===== src/sv/dmsp_pkg.sv =====
// ----------------------------------------------------------------------------
// dmsp_pkg: shared types and constants for the dual motor speed PID core
// Field widths, register indexes and sequencer states.
// ----------------------------------------------------------------------------
package dmsp_pkg;

  localparam int unsigned WindowLen  = 10;
  localparam int unsigned MaxPulseUs = 5000;
  localparam int unsigned PulseW     = 13;
  localparam int unsigned SpeedW     = 23;
  localparam int unsigned GainW      = 16;
  localparam int unsigned DriveW     = 8;
  localparam int unsigned IntegW     = 48;
  localparam int unsigned PosW       = $clog2(WindowLen);
  localparam int unsigned FillW      = $clog2(WindowLen + 1);
  localparam int unsigned SumW       = PulseW + FillW;
  // Dividend 5000000*fill: 23 + 4 bits.
  localparam int unsigned NumW       = 27;
  localparam int unsigned CfgIdxW    = 3;
  localparam int unsigned CfgDataW   = 23;
  // PID accumulator width: 48-bit integrator plus headroom for P, D, *255.
  localparam int unsigned AccW       = 60;
  localparam int unsigned DivCntW    = 6;

  localparam logic [NumW-1:0]   SpeedNum   = NumW'(5000000);
  localparam logic [SpeedW-1:0] SpeedMax   = SpeedW'(5000000);
  localparam logic [AccW-1:0]   FullScale  = AccW'(22000 * 4096);
  localparam logic signed [IntegW-1:0] IntegMax = {1'b0, {(IntegW-1){1'b1}}};
  localparam logic signed [IntegW-1:0] IntegMin = {1'b1, {(IntegW-1){1'b0}}};

  typedef enum logic [CfgIdxW-1:0] {
    REG_TARGET = 3'd0,
    REG_PGAIN  = 3'd1,
    REG_IGAIN  = 3'd2,
    REG_DGAIN  = 3'd3,
    REG_RUN    = 3'd4,
    REG_MANUAL = 3'd5
  } reg_idx_e;

  typedef enum logic [3:0] {
    ST_IDLE, ST_SUM, ST_SDIV, ST_MUL, ST_PID, ST_DDIV, ST_DONE, ST_OUT
  } state_e;

endpackage


===== src/sv/dmsp_if.sv =====
// ----------------------------------------------------------------------------
// Stream and config interfaces
// Valid/ready channels for pulse items, result items and register writes.
// ----------------------------------------------------------------------------
interface dmsp_in_if;
  import dmsp_pkg::*;
  logic              valid;
  logic              ready;
  logic [PulseW-1:0] pulse_front;
  logic [PulseW-1:0] pulse_back;
  modport source (output valid, pulse_front, pulse_back, input ready);
  modport sink   (input valid, pulse_front, pulse_back, output ready);
endinterface

interface dmsp_out_if;
  import dmsp_pkg::*;
  logic              valid;
  logic              ready;
  logic [DriveW-1:0] drive_front;
  logic [DriveW-1:0] drive_back;
  logic [SpeedW-1:0] speed_front;
  logic [SpeedW-1:0] speed_back;
  modport source (output valid, drive_front, drive_back, speed_front, speed_back,
                  input ready);
  modport sink   (input valid, drive_front, drive_back, speed_front, speed_back,
                  output ready);
endinterface

interface dmsp_cfg_if;
  import dmsp_pkg::*;
  logic                valid;
  logic                ready;
  logic [CfgIdxW-1:0]  index;
  logic [CfgDataW-1:0] data;
  modport source (output valid, index, data, input ready);
  modport sink   (input valid, index, data, output ready);
endinterface


===== src/sv/dmsp_divider.sv =====
// ----------------------------------------------------------------------------
// dmsp_divider: unsigned restoring divider, one quotient bit per cycle
// Shared by the speed division and the drive scaling.
// ----------------------------------------------------------------------------
module dmsp_divider
  import dmsp_pkg::*;
(
  input  logic            clk_i,
  input  logic            rst_ni,
  input  logic            start_i,
  input  logic [AccW-1:0] num_i,
  input  logic [AccW-1:0] den_i,
  output logic            done_o,
  output logic [AccW-1:0] quot_o
);

  logic [AccW-1:0]    rem_q, rem_d, quo_q, quo_d, den_q;
  logic [DivCntW-1:0] cnt_q, cnt_d;
  logic               busy_q, busy_d, done_q, done_d;
  logic [AccW:0]      trial;

  always_comb begin
    rem_d  = rem_q;
    quo_d  = quo_q;
    cnt_d  = cnt_q;
    busy_d = busy_q;
    done_d = 1'b0;
    trial  = {rem_q, quo_q[AccW-1]} - {1'b0, den_q};
    if (start_i) begin
      rem_d  = '0;
      quo_d  = num_i;
      cnt_d  = DivCntW'(AccW - 1);
      busy_d = 1'b1;
    end else if (busy_q) begin
      if (!trial[AccW]) begin
        rem_d = trial[AccW-1:0];
        quo_d = {quo_q[AccW-2:0], 1'b1};
      end else begin
        rem_d = {rem_q[AccW-2:0], quo_q[AccW-1]};
        quo_d = {quo_q[AccW-2:0], 1'b0};
      end
      if (cnt_q == '0) begin
        busy_d = 1'b0;
        done_d = 1'b1;
      end else begin
        cnt_d = cnt_q - 1'b1;
      end
    end
  end

  always_ff @(posedge clk_i or negedge rst_ni) begin
    if (!rst_ni) begin
      busy_q <= 1'b0;
      done_q <= 1'b0;
      cnt_q  <= '0;
    end else begin
      busy_q <= busy_d;
      done_q <= done_d;
      cnt_q  <= cnt_d;
    end
  end

  always_ff @(posedge clk_i) begin
    rem_q <= rem_d;
    quo_q <= quo_d;
    if (start_i) den_q <= den_i;
  end

  assign done_o = done_q;
  assign quot_o = quo_q;

endmodule


===== src/sv/dual_motor_speed_pid_core.sv =====
// ----------------------------------------------------------------------------
// dual_motor_speed_pid_core: two-channel motor speed PID controller
// Moving-window speed estimate and PID drive for front and back motors.
// ----------------------------------------------------------------------------
// Usage:
//   in_if  carries one item of two encoder pulse widths (0 = timeout, widths
//   above 5000 us count as timeouts). out_if returns one item per input with
//   both drive duties and both speeds. cfg_if writes registers by index:
//   0 target, 1..3 gains (Q4.12), 4 run, 5 manual drive; other indexes are
//   dropped. Writing target or run clears integrators and held drives.
// Timing:
//   One item at a time. A sequencer shares one bit-serial divider and one
//   25x17 multiply per PID term: a sum over the window entries (1..10),
//   2 speed divisions, 3 terms per channel and 2 drive divisions. With run
//   clear the PID terms and drive divisions are skipped.
//   in ready and cfg ready are high only while the sequencer is idle.
// Reset:
//   Registers go to their defaults, window fill and position to 0.
//   Window entries are undefined until written and are never read before.
// Stall:
//   A result waits in the output register until out ready is high; the next
//   item is worked meanwhile and holds in its last state until the register
//   is free.
// ----------------------------------------------------------------------------
module dual_motor_speed_pid_core
  import dmsp_pkg::*;
(
  input  logic          clk_i,
  input  logic          rst_ni,
  dmsp_in_if.sink       in_if,
  dmsp_out_if.source    out_if,
  dmsp_cfg_if.sink      cfg_if
);

  // configuration
  logic [SpeedW-1:0] target_q;
  logic [GainW-1:0]  pgain_q, igain_q, dgain_q;
  logic              run_q;
  logic [DriveW-1:0] manual_q;

  // window storage
  logic [PulseW-1:0] win_f_q [WindowLen];
  logic [PulseW-1:0] win_b_q [WindowLen];
  logic [PosW-1:0]   pos_q;
  logic [FillW-1:0]  fill_q;

  // loop state
  logic signed [IntegW-1:0] integ_q [2];
  logic [SpeedW-1:0]        prev_q [2];
  logic [DriveW-1:0]        held_q [2];

  // working registers
  state_e            state_q, state_d;
  logic [PosW-1:0]   idx_q;
  logic [SumW-1:0]   sum_q [2];
  logic [SpeedW-1:0] spd_q [2];
  logic              ch_q;      // channel under work
  logic [1:0]        term_q;    // 0 P, 1 I, 2 D
  logic signed [AccW-1:0] acc_q;
  logic signed [AccW-1:0] prod_q;
  logic              div_start;
  logic              div_done;
  logic [AccW-1:0]   div_num, div_den, div_quot;
  logic              neg_q;

  // output register
  logic              ovalid_q;
  logic [DriveW-1:0] odf_q, odb_q;
  logic [SpeedW-1:0] osf_q, osb_q;

  logic in_fire, cfg_fire, out_fire, out_free;
  assign in_fire  = in_if.valid && in_if.ready;
  assign cfg_fire = cfg_if.valid && cfg_if.ready;
  assign out_fire = out_if.valid && out_if.ready;
  // output register can take a new result this cycle
  assign out_free = !ovalid_q || out_if.ready;
  assign in_if.ready  = (state_q == ST_IDLE);
  assign cfg_if.ready = (state_q == ST_IDLE);

  dmsp_divider u_div (
    .clk_i, .rst_ni,
    .start_i (div_start),
    .num_i   (div_num),
    .den_i   (div_den),
    .done_o  (div_done),
    .quot_o  (div_quot)
  );

  // signed operands of the PID multiply for the current term
  logic signed [SpeedW+1:0] opnd;
  logic [GainW-1:0]         gain;
  always_comb begin
    unique case (term_q)
      2'd0:    begin
        opnd = $signed({2'b00, target_q}) - $signed({2'b00, spd_q[ch_q]});
        gain = pgain_q;
      end
      2'd1:    begin
        opnd = $signed({2'b00, target_q}) - $signed({2'b00, spd_q[ch_q]});
        gain = igain_q;
      end
      default: begin
        opnd = $signed({2'b00, prev_q[ch_q]}) - $signed({2'b00, spd_q[ch_q]});
        gain = dgain_q;
      end
    endcase
  end

  // saturated integrator update
  logic signed [IntegW+1:0] isum;
  logic signed [IntegW-1:0] inew;
  assign isum = $signed({{2{integ_q[ch_q][IntegW-1]}}, integ_q[ch_q]})
              + $signed(prod_q[IntegW+1:0]);
  always_comb begin
    if (isum > $signed({{2{IntegMax[IntegW-1]}}, IntegMax}))      inew = IntegMax;
    else if (isum < $signed({{2{IntegMin[IntegW-1]}}, IntegMin})) inew = IntegMin;
    else                                                          inew = isum[IntegW-1:0];
  end

  // P+I+D including the D product, then *255 magnitude for the drive division
  logic signed [AccW-1:0] acc_nxt;
  logic signed [AccW-1:0] scaled;
  logic [AccW-1:0]        mag;
  assign acc_nxt = acc_q + prod_q;
  assign scaled  = (acc_nxt <<< 8) - acc_nxt;
  assign mag     = scaled[AccW-1] ? AccW'(-scaled) : AccW'(scaled);

  // divider operands; the first speed division starts on the last sum cycle,
  // so its divisor adds the entry read in that cycle
  always_comb begin
    if (state_q == ST_SUM) begin
      div_num = AccW'(SpeedNum * NumW'(fill_q));
      div_den = AccW'(sum_q[0] + SumW'(win_f_q[idx_q]));
    end else if (state_q == ST_SDIV) begin
      div_num = AccW'(SpeedNum * NumW'(fill_q));
      div_den = AccW'(sum_q[1]);
    end else begin
      div_num = mag;
      div_den = FullScale;
    end
  end

  // next state
  always_comb begin
    state_d = state_q;
    unique case (state_q)
      ST_IDLE: if (in_fire) state_d = ST_SUM;
      ST_SUM:  if (idx_q == PosW'(fill_q - 1'b1)) state_d = ST_SDIV;
      ST_SDIV: if (div_done && ch_q) state_d = run_q ? ST_MUL : ST_DONE;
      ST_MUL:  state_d = ST_PID;
      ST_PID:  state_d = (term_q == 2'd2) ? ST_DDIV : ST_MUL;
      ST_DDIV: if (div_done) state_d = ch_q ? ST_DONE : ST_MUL;
      ST_DONE: state_d = ST_OUT;
      ST_OUT:  if (out_free) state_d = ST_IDLE;
      default: state_d = ST_IDLE;
    endcase
  end

  // divider launch: on last sum cycle, after first speed quotient,
  // and after the D term of each channel
  always_comb begin
    div_start = 1'b0;
    unique case (state_q)
      ST_SUM:  div_start = (idx_q == PosW'(fill_q - 1'b1));
      ST_SDIV: div_start = div_done && !ch_q;
      ST_PID:  div_start = (term_q == 2'd2);
      default: div_start = 1'b0;
    endcase
  end

  function automatic logic [SpeedW-1:0] sat_speed(input logic [AccW-1:0] q,
                                                  input logic [SumW-1:0] s);
    if (s == '0)                    return '0;
    if (q > AccW'(SpeedMax))        return SpeedMax;
    return q[SpeedW-1:0];
  endfunction

  logic [PulseW-1:0] pf, pb;
  assign pf = (in_if.pulse_front > PulseW'(MaxPulseUs)) ? '0 : in_if.pulse_front;
  assign pb = (in_if.pulse_back  > PulseW'(MaxPulseUs)) ? '0 : in_if.pulse_back;

  always_ff @(posedge clk_i or negedge rst_ni) begin
    if (!rst_ni) begin
      target_q <= SpeedW'(10000);
      pgain_q  <= GainW'(2867);
      igain_q  <= GainW'(369);
      dgain_q  <= '0;
      run_q    <= 1'b0;
      manual_q <= '0;
      pos_q    <= '0;
      fill_q   <= '0;
      integ_q[0] <= '0; integ_q[1] <= '0;
      prev_q[0]  <= '0; prev_q[1]  <= '0;
      held_q[0]  <= '0; held_q[1]  <= '0;
      state_q  <= ST_IDLE;
      ovalid_q <= 1'b0;
      idx_q    <= '0;
      ch_q     <= 1'b0;
      term_q   <= '0;
    end else begin
      state_q <= state_d;
      if (out_fire && state_q != ST_OUT) ovalid_q <= 1'b0;

      if (cfg_fire) begin
        unique case (cfg_if.index)
          REG_TARGET: target_q <= cfg_if.data;
          REG_PGAIN:  pgain_q  <= cfg_if.data[GainW-1:0];
          REG_IGAIN:  igain_q  <= cfg_if.data[GainW-1:0];
          REG_DGAIN:  dgain_q  <= cfg_if.data[GainW-1:0];
          REG_RUN:    run_q    <= cfg_if.data[0];
          REG_MANUAL: manual_q <= cfg_if.data[DriveW-1:0];
          default: ;
        endcase
        if (cfg_if.index == REG_TARGET || cfg_if.index == REG_RUN) begin
          integ_q[0] <= '0; integ_q[1] <= '0;
          held_q[0]  <= '0; held_q[1]  <= '0;
        end
      end

      unique case (state_q)
        ST_IDLE: if (in_fire) begin
          if (fill_q != FillW'(WindowLen)) fill_q <= fill_q + 1'b1;
          pos_q <= (pos_q == PosW'(WindowLen - 1)) ? '0 : pos_q + 1'b1;
          idx_q <= '0;
          ch_q  <= 1'b0;
        end
        ST_SUM:  idx_q <= idx_q + 1'b1;
        ST_SDIV: if (div_done) begin
          ch_q   <= ~ch_q;
          term_q <= '0;
        end
        ST_PID: begin
          if (term_q == 2'd1) integ_q[ch_q] <= inew;
          term_q <= term_q + 1'b1;
        end
        ST_DDIV: if (div_done) begin
          held_q[ch_q] <= neg_q ? '0 :
                          (div_quot > AccW'(255)) ? DriveW'(255) : div_quot[DriveW-1:0];
          ch_q   <= ~ch_q;
          term_q <= '0;
        end
        ST_DONE: if (run_q) manual_q <= '0;
        ST_OUT: if (out_free) begin
          ovalid_q <= 1'b1;
          if (manual_q == '0) begin
            prev_q[0] <= spd_q[0];
            prev_q[1] <= spd_q[1];
          end
        end
        default: ;
      endcase
    end
  end

  // datapath registers without reset
  always_ff @(posedge clk_i) begin
    if (in_fire) begin
      win_f_q[pos_q] <= pf;
      win_b_q[pos_q] <= pb;
      sum_q[0] <= '0;
      sum_q[1] <= '0;
    end
    // sum reads the entry just written through the input path
    if (state_q == ST_SUM) begin
      sum_q[0] <= sum_q[0] + SumW'(win_f_q[idx_q]);
      sum_q[1] <= sum_q[1] + SumW'(win_b_q[idx_q]);
    end
    if (state_q == ST_SDIV && div_done)
      spd_q[ch_q] <= sat_speed(div_quot, sum_q[ch_q]);
    if (state_q == ST_MUL)
      prod_q <= AccW'(opnd * $signed({1'b0, gain}));
    if (state_q == ST_PID) begin
      unique case (term_q)
        2'd0:    acc_q <= prod_q;
        2'd1:    acc_q <= acc_q + AccW'(inew);
        default: acc_q <= acc_nxt;
      endcase
    end
    if (state_q == ST_PID && term_q == 2'd2)
      neg_q <= acc_nxt < 0;
    if (state_q == ST_OUT && out_free) begin
      odf_q <= (manual_q == '0) ? held_q[0] : manual_q;
      odb_q <= (manual_q == '0) ? held_q[1] : manual_q;
      osf_q <= spd_q[0];
      osb_q <= spd_q[1];
    end
  end

  assign out_if.valid       = ovalid_q;
  assign out_if.drive_front = odf_q;
  assign out_if.drive_back  = odb_q;
  assign out_if.speed_front = osf_q;
  assign out_if.speed_back  = osb_q;

endmodule


===== src/flat_wrapper.sv =====
// flat-port wrapper written by rule: the top's interface ports become plain ports
module dual_motor_speed_pid_core_flat import dmsp_pkg::*;
  (clk_i, rst_ni, in_if_valid, in_if_pulse_front, in_if_pulse_back, in_if_ready, out_if_valid, out_if_drive_front, out_if_drive_back, out_if_speed_front, out_if_speed_back, out_if_ready, cfg_if_valid, cfg_if_index, cfg_if_data, cfg_if_ready);
  dmsp_in_if in_if_i ();
  dmsp_out_if out_if_i ();
  dmsp_cfg_if cfg_if_i ();
  input  logic clk_i;
  input  logic rst_ni;
  input wire logic [$bits(in_if_i.valid)-1:0] in_if_valid;
  input wire logic [$bits(in_if_i.pulse_front)-1:0] in_if_pulse_front;
  input wire logic [$bits(in_if_i.pulse_back)-1:0] in_if_pulse_back;
  output wire logic [$bits(in_if_i.ready)-1:0] in_if_ready;
  output wire logic [$bits(out_if_i.valid)-1:0] out_if_valid;
  output wire logic [$bits(out_if_i.drive_front)-1:0] out_if_drive_front;
  output wire logic [$bits(out_if_i.drive_back)-1:0] out_if_drive_back;
  output wire logic [$bits(out_if_i.speed_front)-1:0] out_if_speed_front;
  output wire logic [$bits(out_if_i.speed_back)-1:0] out_if_speed_back;
  input wire logic [$bits(out_if_i.ready)-1:0] out_if_ready;
  input wire logic [$bits(cfg_if_i.valid)-1:0] cfg_if_valid;
  input wire logic [$bits(cfg_if_i.index)-1:0] cfg_if_index;
  input wire logic [$bits(cfg_if_i.data)-1:0] cfg_if_data;
  output wire logic [$bits(cfg_if_i.ready)-1:0] cfg_if_ready;
  assign in_if_i.valid = in_if_valid;
  assign in_if_i.pulse_front = in_if_pulse_front;
  assign in_if_i.pulse_back = in_if_pulse_back;
  assign in_if_ready = in_if_i.ready;
  assign out_if_valid = out_if_i.valid;
  assign out_if_drive_front = out_if_i.drive_front;
  assign out_if_drive_back = out_if_i.drive_back;
  assign out_if_speed_front = out_if_i.speed_front;
  assign out_if_speed_back = out_if_i.speed_back;
  assign out_if_i.ready = out_if_ready;
  assign cfg_if_i.valid = cfg_if_valid;
  assign cfg_if_i.index = cfg_if_index;
  assign cfg_if_i.data = cfg_if_data;
  assign cfg_if_ready = cfg_if_i.ready;
  dual_motor_speed_pid_core u_core (.clk_i(clk_i), .rst_ni(rst_ni), .in_if(in_if_i), .out_if(out_if_i), .cfg_if(cfg_if_i));
endmodule

===== config.mk =====
export PLATFORM = sky130hd
export DESIGN_NAME = dual_motor_speed_pid_core_flat
export DESIGN_NICKNAME = d
export VERILOG_FILES = /design/src/sv/dmsp_pkg.sv /design/src/sv/dmsp_if.sv /design/src/sv/dmsp_divider.sv /design/src/sv/dual_motor_speed_pid_core.sv /design/src/flat_wrapper.sv
export SDC_FILE = /design/constraint.sdc
export NUM_CORES = 2
export LEC_CHECK = 0
export BUFFER_PORTS_ARGS = -buffer_cell sky130_fd_sc_hd__clkbuf_2
export CELL_PAD_IN_SITES_DETAIL_PLACEMENT = 0
export CELL_PAD_IN_SITES_GLOBAL_PLACEMENT = 2
export CORE_MARGIN = 2
export CORE_UTILIZATION = 47
export CTS_BUF_LIST = sky130_fd_sc_hd__clkbuf_8
export CTS_CLUSTER_DIAMETER = 100
export DETAILED_ROUTE_END_ITERATION = 16
export GPL_TIMING_DRIVEN = 0
export HOLD_SLACK_MARGIN = 0.05
export PLACE_DENSITY = 0.95
export SLEW_MARGIN = 20
export SYNTH_ARGS = -nofsm -noshare
export SYNTH_HDL_FRONTEND = slang
export SYNTH_SLANG_ARGS = --single-unit

===== constraint.sdc =====
create_clock -name clk_i -period 29.6 [get_ports clk_i]
set_input_delay 4.44 -clock clk_i [delete_from_list [all_inputs] [get_ports clk_i]]
set_output_delay 4.44 -clock clk_i [all_outputs]
set_load 0.005 [all_outputs]

==> flow_summary.toml <==
[yosys]
ys_warn_count = 0
synth.area.mux_share = 0.05724
synthCells = 6979
synth_top_area_cell = "edfxtp_1"
synth_top_cell_area_share = 0.2521
synthXorXnorAreaFrac = 0.05116
synth.distinct_cells = 107
synth_fp_nets = 7854
synth_top_flop_cell = "edfxtp_1"
synth_seq_cells = 909
ys_seq_area_frac = 0.3651
synth_fa_ha_area_frac = 0.1892
synth_top_family_by_area = "adder cells"
synth-simple-area-share = 0.1274
synthArstFlopShare = 0.2915
avgSynthCellArea_um2 = 9.966
synth_compound_area_frac = 0.1563
synth_area_um2 = 69550
ys_top_cells_by_area = "edfxtp_1 25%, fa_1 11%, dfrtp_1 8.9%, ha_1 7.7%, inv_1 3.8%"
synth-edff-count = 584

[floorplanning]
coreArea_um2 = 147300
die_h_um = 388.7
dieArea_um2 = 151100
initial_core_util = 0.4722
io_pins = 122
rows = 141
fp.dieW_um = 388.7

[clocking]
cts_htree_levels = 4
cts_max_path_buffers = 3
clock-root-buffer = "clkbuf_8"
cts_buffers = 158
clkSlewWorstSetupHoldPaths_ns = 0.06
cts.sinks = 909
clkLatencyLatePin_ns = 0.93
cts_resized = 0
hold_buffers = 0
cts_tree = "built"
postCtsSetupRepairBufs = 0

[sta]
rsz0062_at_grt = "no"
fin_worst_skew_ns = 0.07741
fin_crit_ns = 14.47
period_share = 0.4889
worst_slack_ns = 15.13
fin_setup_tns_ns = 0
finalSetupViolations = 0
max_slew_margin = 0.1777
worstMarginPinSlew_ns = 1.229
max_freq_mhz = 69.10
hold_violations = 0
finalMaxSlewViolations = 0

[final_layout]
final_cell_mix = "754 x inv_1, 591 x nand2_1, 584 x edfxtp_1, 473 x nor2_1, 460 x a21oi_1"
drive_gt1_frac = 0.09755
area_delta_synth_final_pct = 10.21
nets = 8172
layout_commonest_cell = "inv_1"
fill_cells = 13290

[worst_setup_path]
worstPathArrival_ns = 15.10
cpMaxStageDelayCell = "clkbuf_1"
critPathLaunchType = "register"
cpPeakStageDelay_ns = 0.93
path_class = "reg -> reg"
cp-end-kind = "register"
crit_top_cell = "fa_1"
cp_max_fo = 10
worstPathRequired_ns = 30.23

[placed_design]
dp_hpwl_mm = 167.6
gp_congestion = 0.9572
pre_cts_ws_ns = 15.26
io_buffers = 121

[routing]
routed_via_density = 5.896
wl_per_cell_um = 22.81
vias = 55240
drc = 0
first_iter_violations = 4956
firstDrtPassIters = 6
ant_nets = 0
routed_wirelength_mm = 213.7

[global_routing]
met3_usage = 0.04204
use_met2 = 0.4366
antenna_found_initial = 7
grt_pass1_wl_mm = 325.8
top_usage_layer = "met2"
first_global_vias = 54370
grt_usage = 0.2802
globalRouteMet1Util = 0.4056
gr-total-overflow = 0
grt_max_degree = 95

[hold_path]
worst_hold_path_type = "reg -> reg"

[job]
max_cap_viol_count = 0

[status]
status = "finished clean"
==> area by class of cell <==
cell class	instances	area, um2	share of cell area
multi-input cells	5085	40610	0.5298
flip-flops and latches	909	25390	0.3312
inverters	707	2656	0.03465
well taps	1930	2415	0.03150
clock buffers	171	2354	0.03070
repair buffers	158	1187	0.01549
plain buffers	278	1074	0.01401
clock inverters	124	953.4	0.01244
diodes	6	15.01	0.0001959
==> flip-flops by register name, indices dropped and copies added, names as in the netlist, 8 cells and up <==
| signal | cells |
|---|---|
| u_core.dgain_q | 16 |
| u_core.integ_q | 96 |
| u_core.out_if.speed_front | 23 |
| u_core.manual_q | 8 |
| u_core.prod_q | 42 |
| u_core.u_div.den_q | 19 |
| u_core.spd_q | 46 |
| u_core.target_q | 23 |
| u_core.sum_q | 34 |
| u_core.pgain_q | 16 |
| u_core.held_q | 16 |
| u_core.win_f_q | 130 |
| u_core.out_if.drive_back | 8 |
| u_core.u_div.quot_o | 60 |
| u_core.win_b_q | 130 |
| u_core.igain_q | 16 |
| u_core.out_if.drive_front | 8 |
| u_core.u_div.rem_q | 60 |
| u_core.prev_q | 46 |
| u_core.out_if.speed_back | 23 |
| u_core.acc_q | 60 |
==> per-layer routing <==
metal | share of wire | vias up
li1 | - | 25390
met3 | 0.075 | 318
met2 | 0.45 | 2109
met4 | 0.027 | 6
met5 | 0.00020 | -
met1 | 0.45 | 27420
==> synthesized netlist by cell type (32+ instances only) <==
master,n
a31oi_1,50
nand4_1,40
nor4_1,51
a22oi_1,32
a221o_1,51
ha_1,428
dfxtp_1,60
a21o_1,234
o221ai_1,35
xor2_1,135
mux2i_1,85
o21ai_0,370
mux4_2,52
mux2_2,174
clkbuf_1,244
and2_1,68
inv_1,705
nand2b_1,75
and3_1,43
nand3_1,166
nor2_1,485
xnor2_1,265
o21bai_1,52
a21oi_1,462
fa_1,390
nand2_1,591
edfxtp_1,584
nor3_1,133
nor2b_1,86
or3_1,34
o21a_1,57
dfrtp_1,248
a211oi_1,82
==> critical path, delay by kind of cell (launching register included) <==
kind                     cells  cell delay (ns)
adder cells (fa/ha/maj)      8             3.82
AO/OA/AOI/OAI               18             4.64
XOR/XNOR                     2             1.00
buffers and inverters        7             3.28
flip-flops                   1             0.32
AND/OR/NAND/NOR              5             0.80
multiplexers                 1             0.28
==> logic make-up after synthesis <==
| family | Yosys count |
|---|---|
| AND/OR/NAND/NOR | 1872 |
| AO/OA/AOI/OAI | 1681 |
| buffers and inverters | 985 |
| flip-flops | 909 |
| adder cells (fa/ha/maj) | 818 |
| XOR/XNOR | 403 |
| multiplexers | 311 |
==> per-stage QoR <==
stage               instance area, um2    util  instances  hold slack (ns)
finish                           76650  0.5203       9368           0.4770
global route                     76640  0.5203       9365           0.4823
CTS                              76630  0.5202       9362           0.4682
detailed placement               73320  0.4977       9067           0.4723
global placement                 72570  0.4927       9030           0.4545
floorplan                        69550       -       6979           0.4398
==> worst paths after layout <==
| kind | startpoint | depth (start not counted) | end | slack [ns] |
|---|---|---|---|---|
| max reg2reg | u_core.ch_q | 41 | u_core.prod_q[58] | 15.13 |
| max | u_core.ch_q | 41 | u_core.prod_q[58] | 15.13 |
| min | u_core.spd_q[1][1] | 0 | u_core.out_if.speed_back[1] | 0.48 |
| min reg2reg | u_core.spd_q[1][1] | 0 | u_core.out_if.speed_back[1] | 0.48 |
| max in group asynchronous | rst_ni | 4 | u_core.target_q[4] | 24.44 |
| min in group asynchronous | rst_ni | 1 | u_core.integ_q[43] | 3.48 |
Power is not shown: default switching activity piles up to over one toggle a cycle in this logic, so the estimate is an artifact.
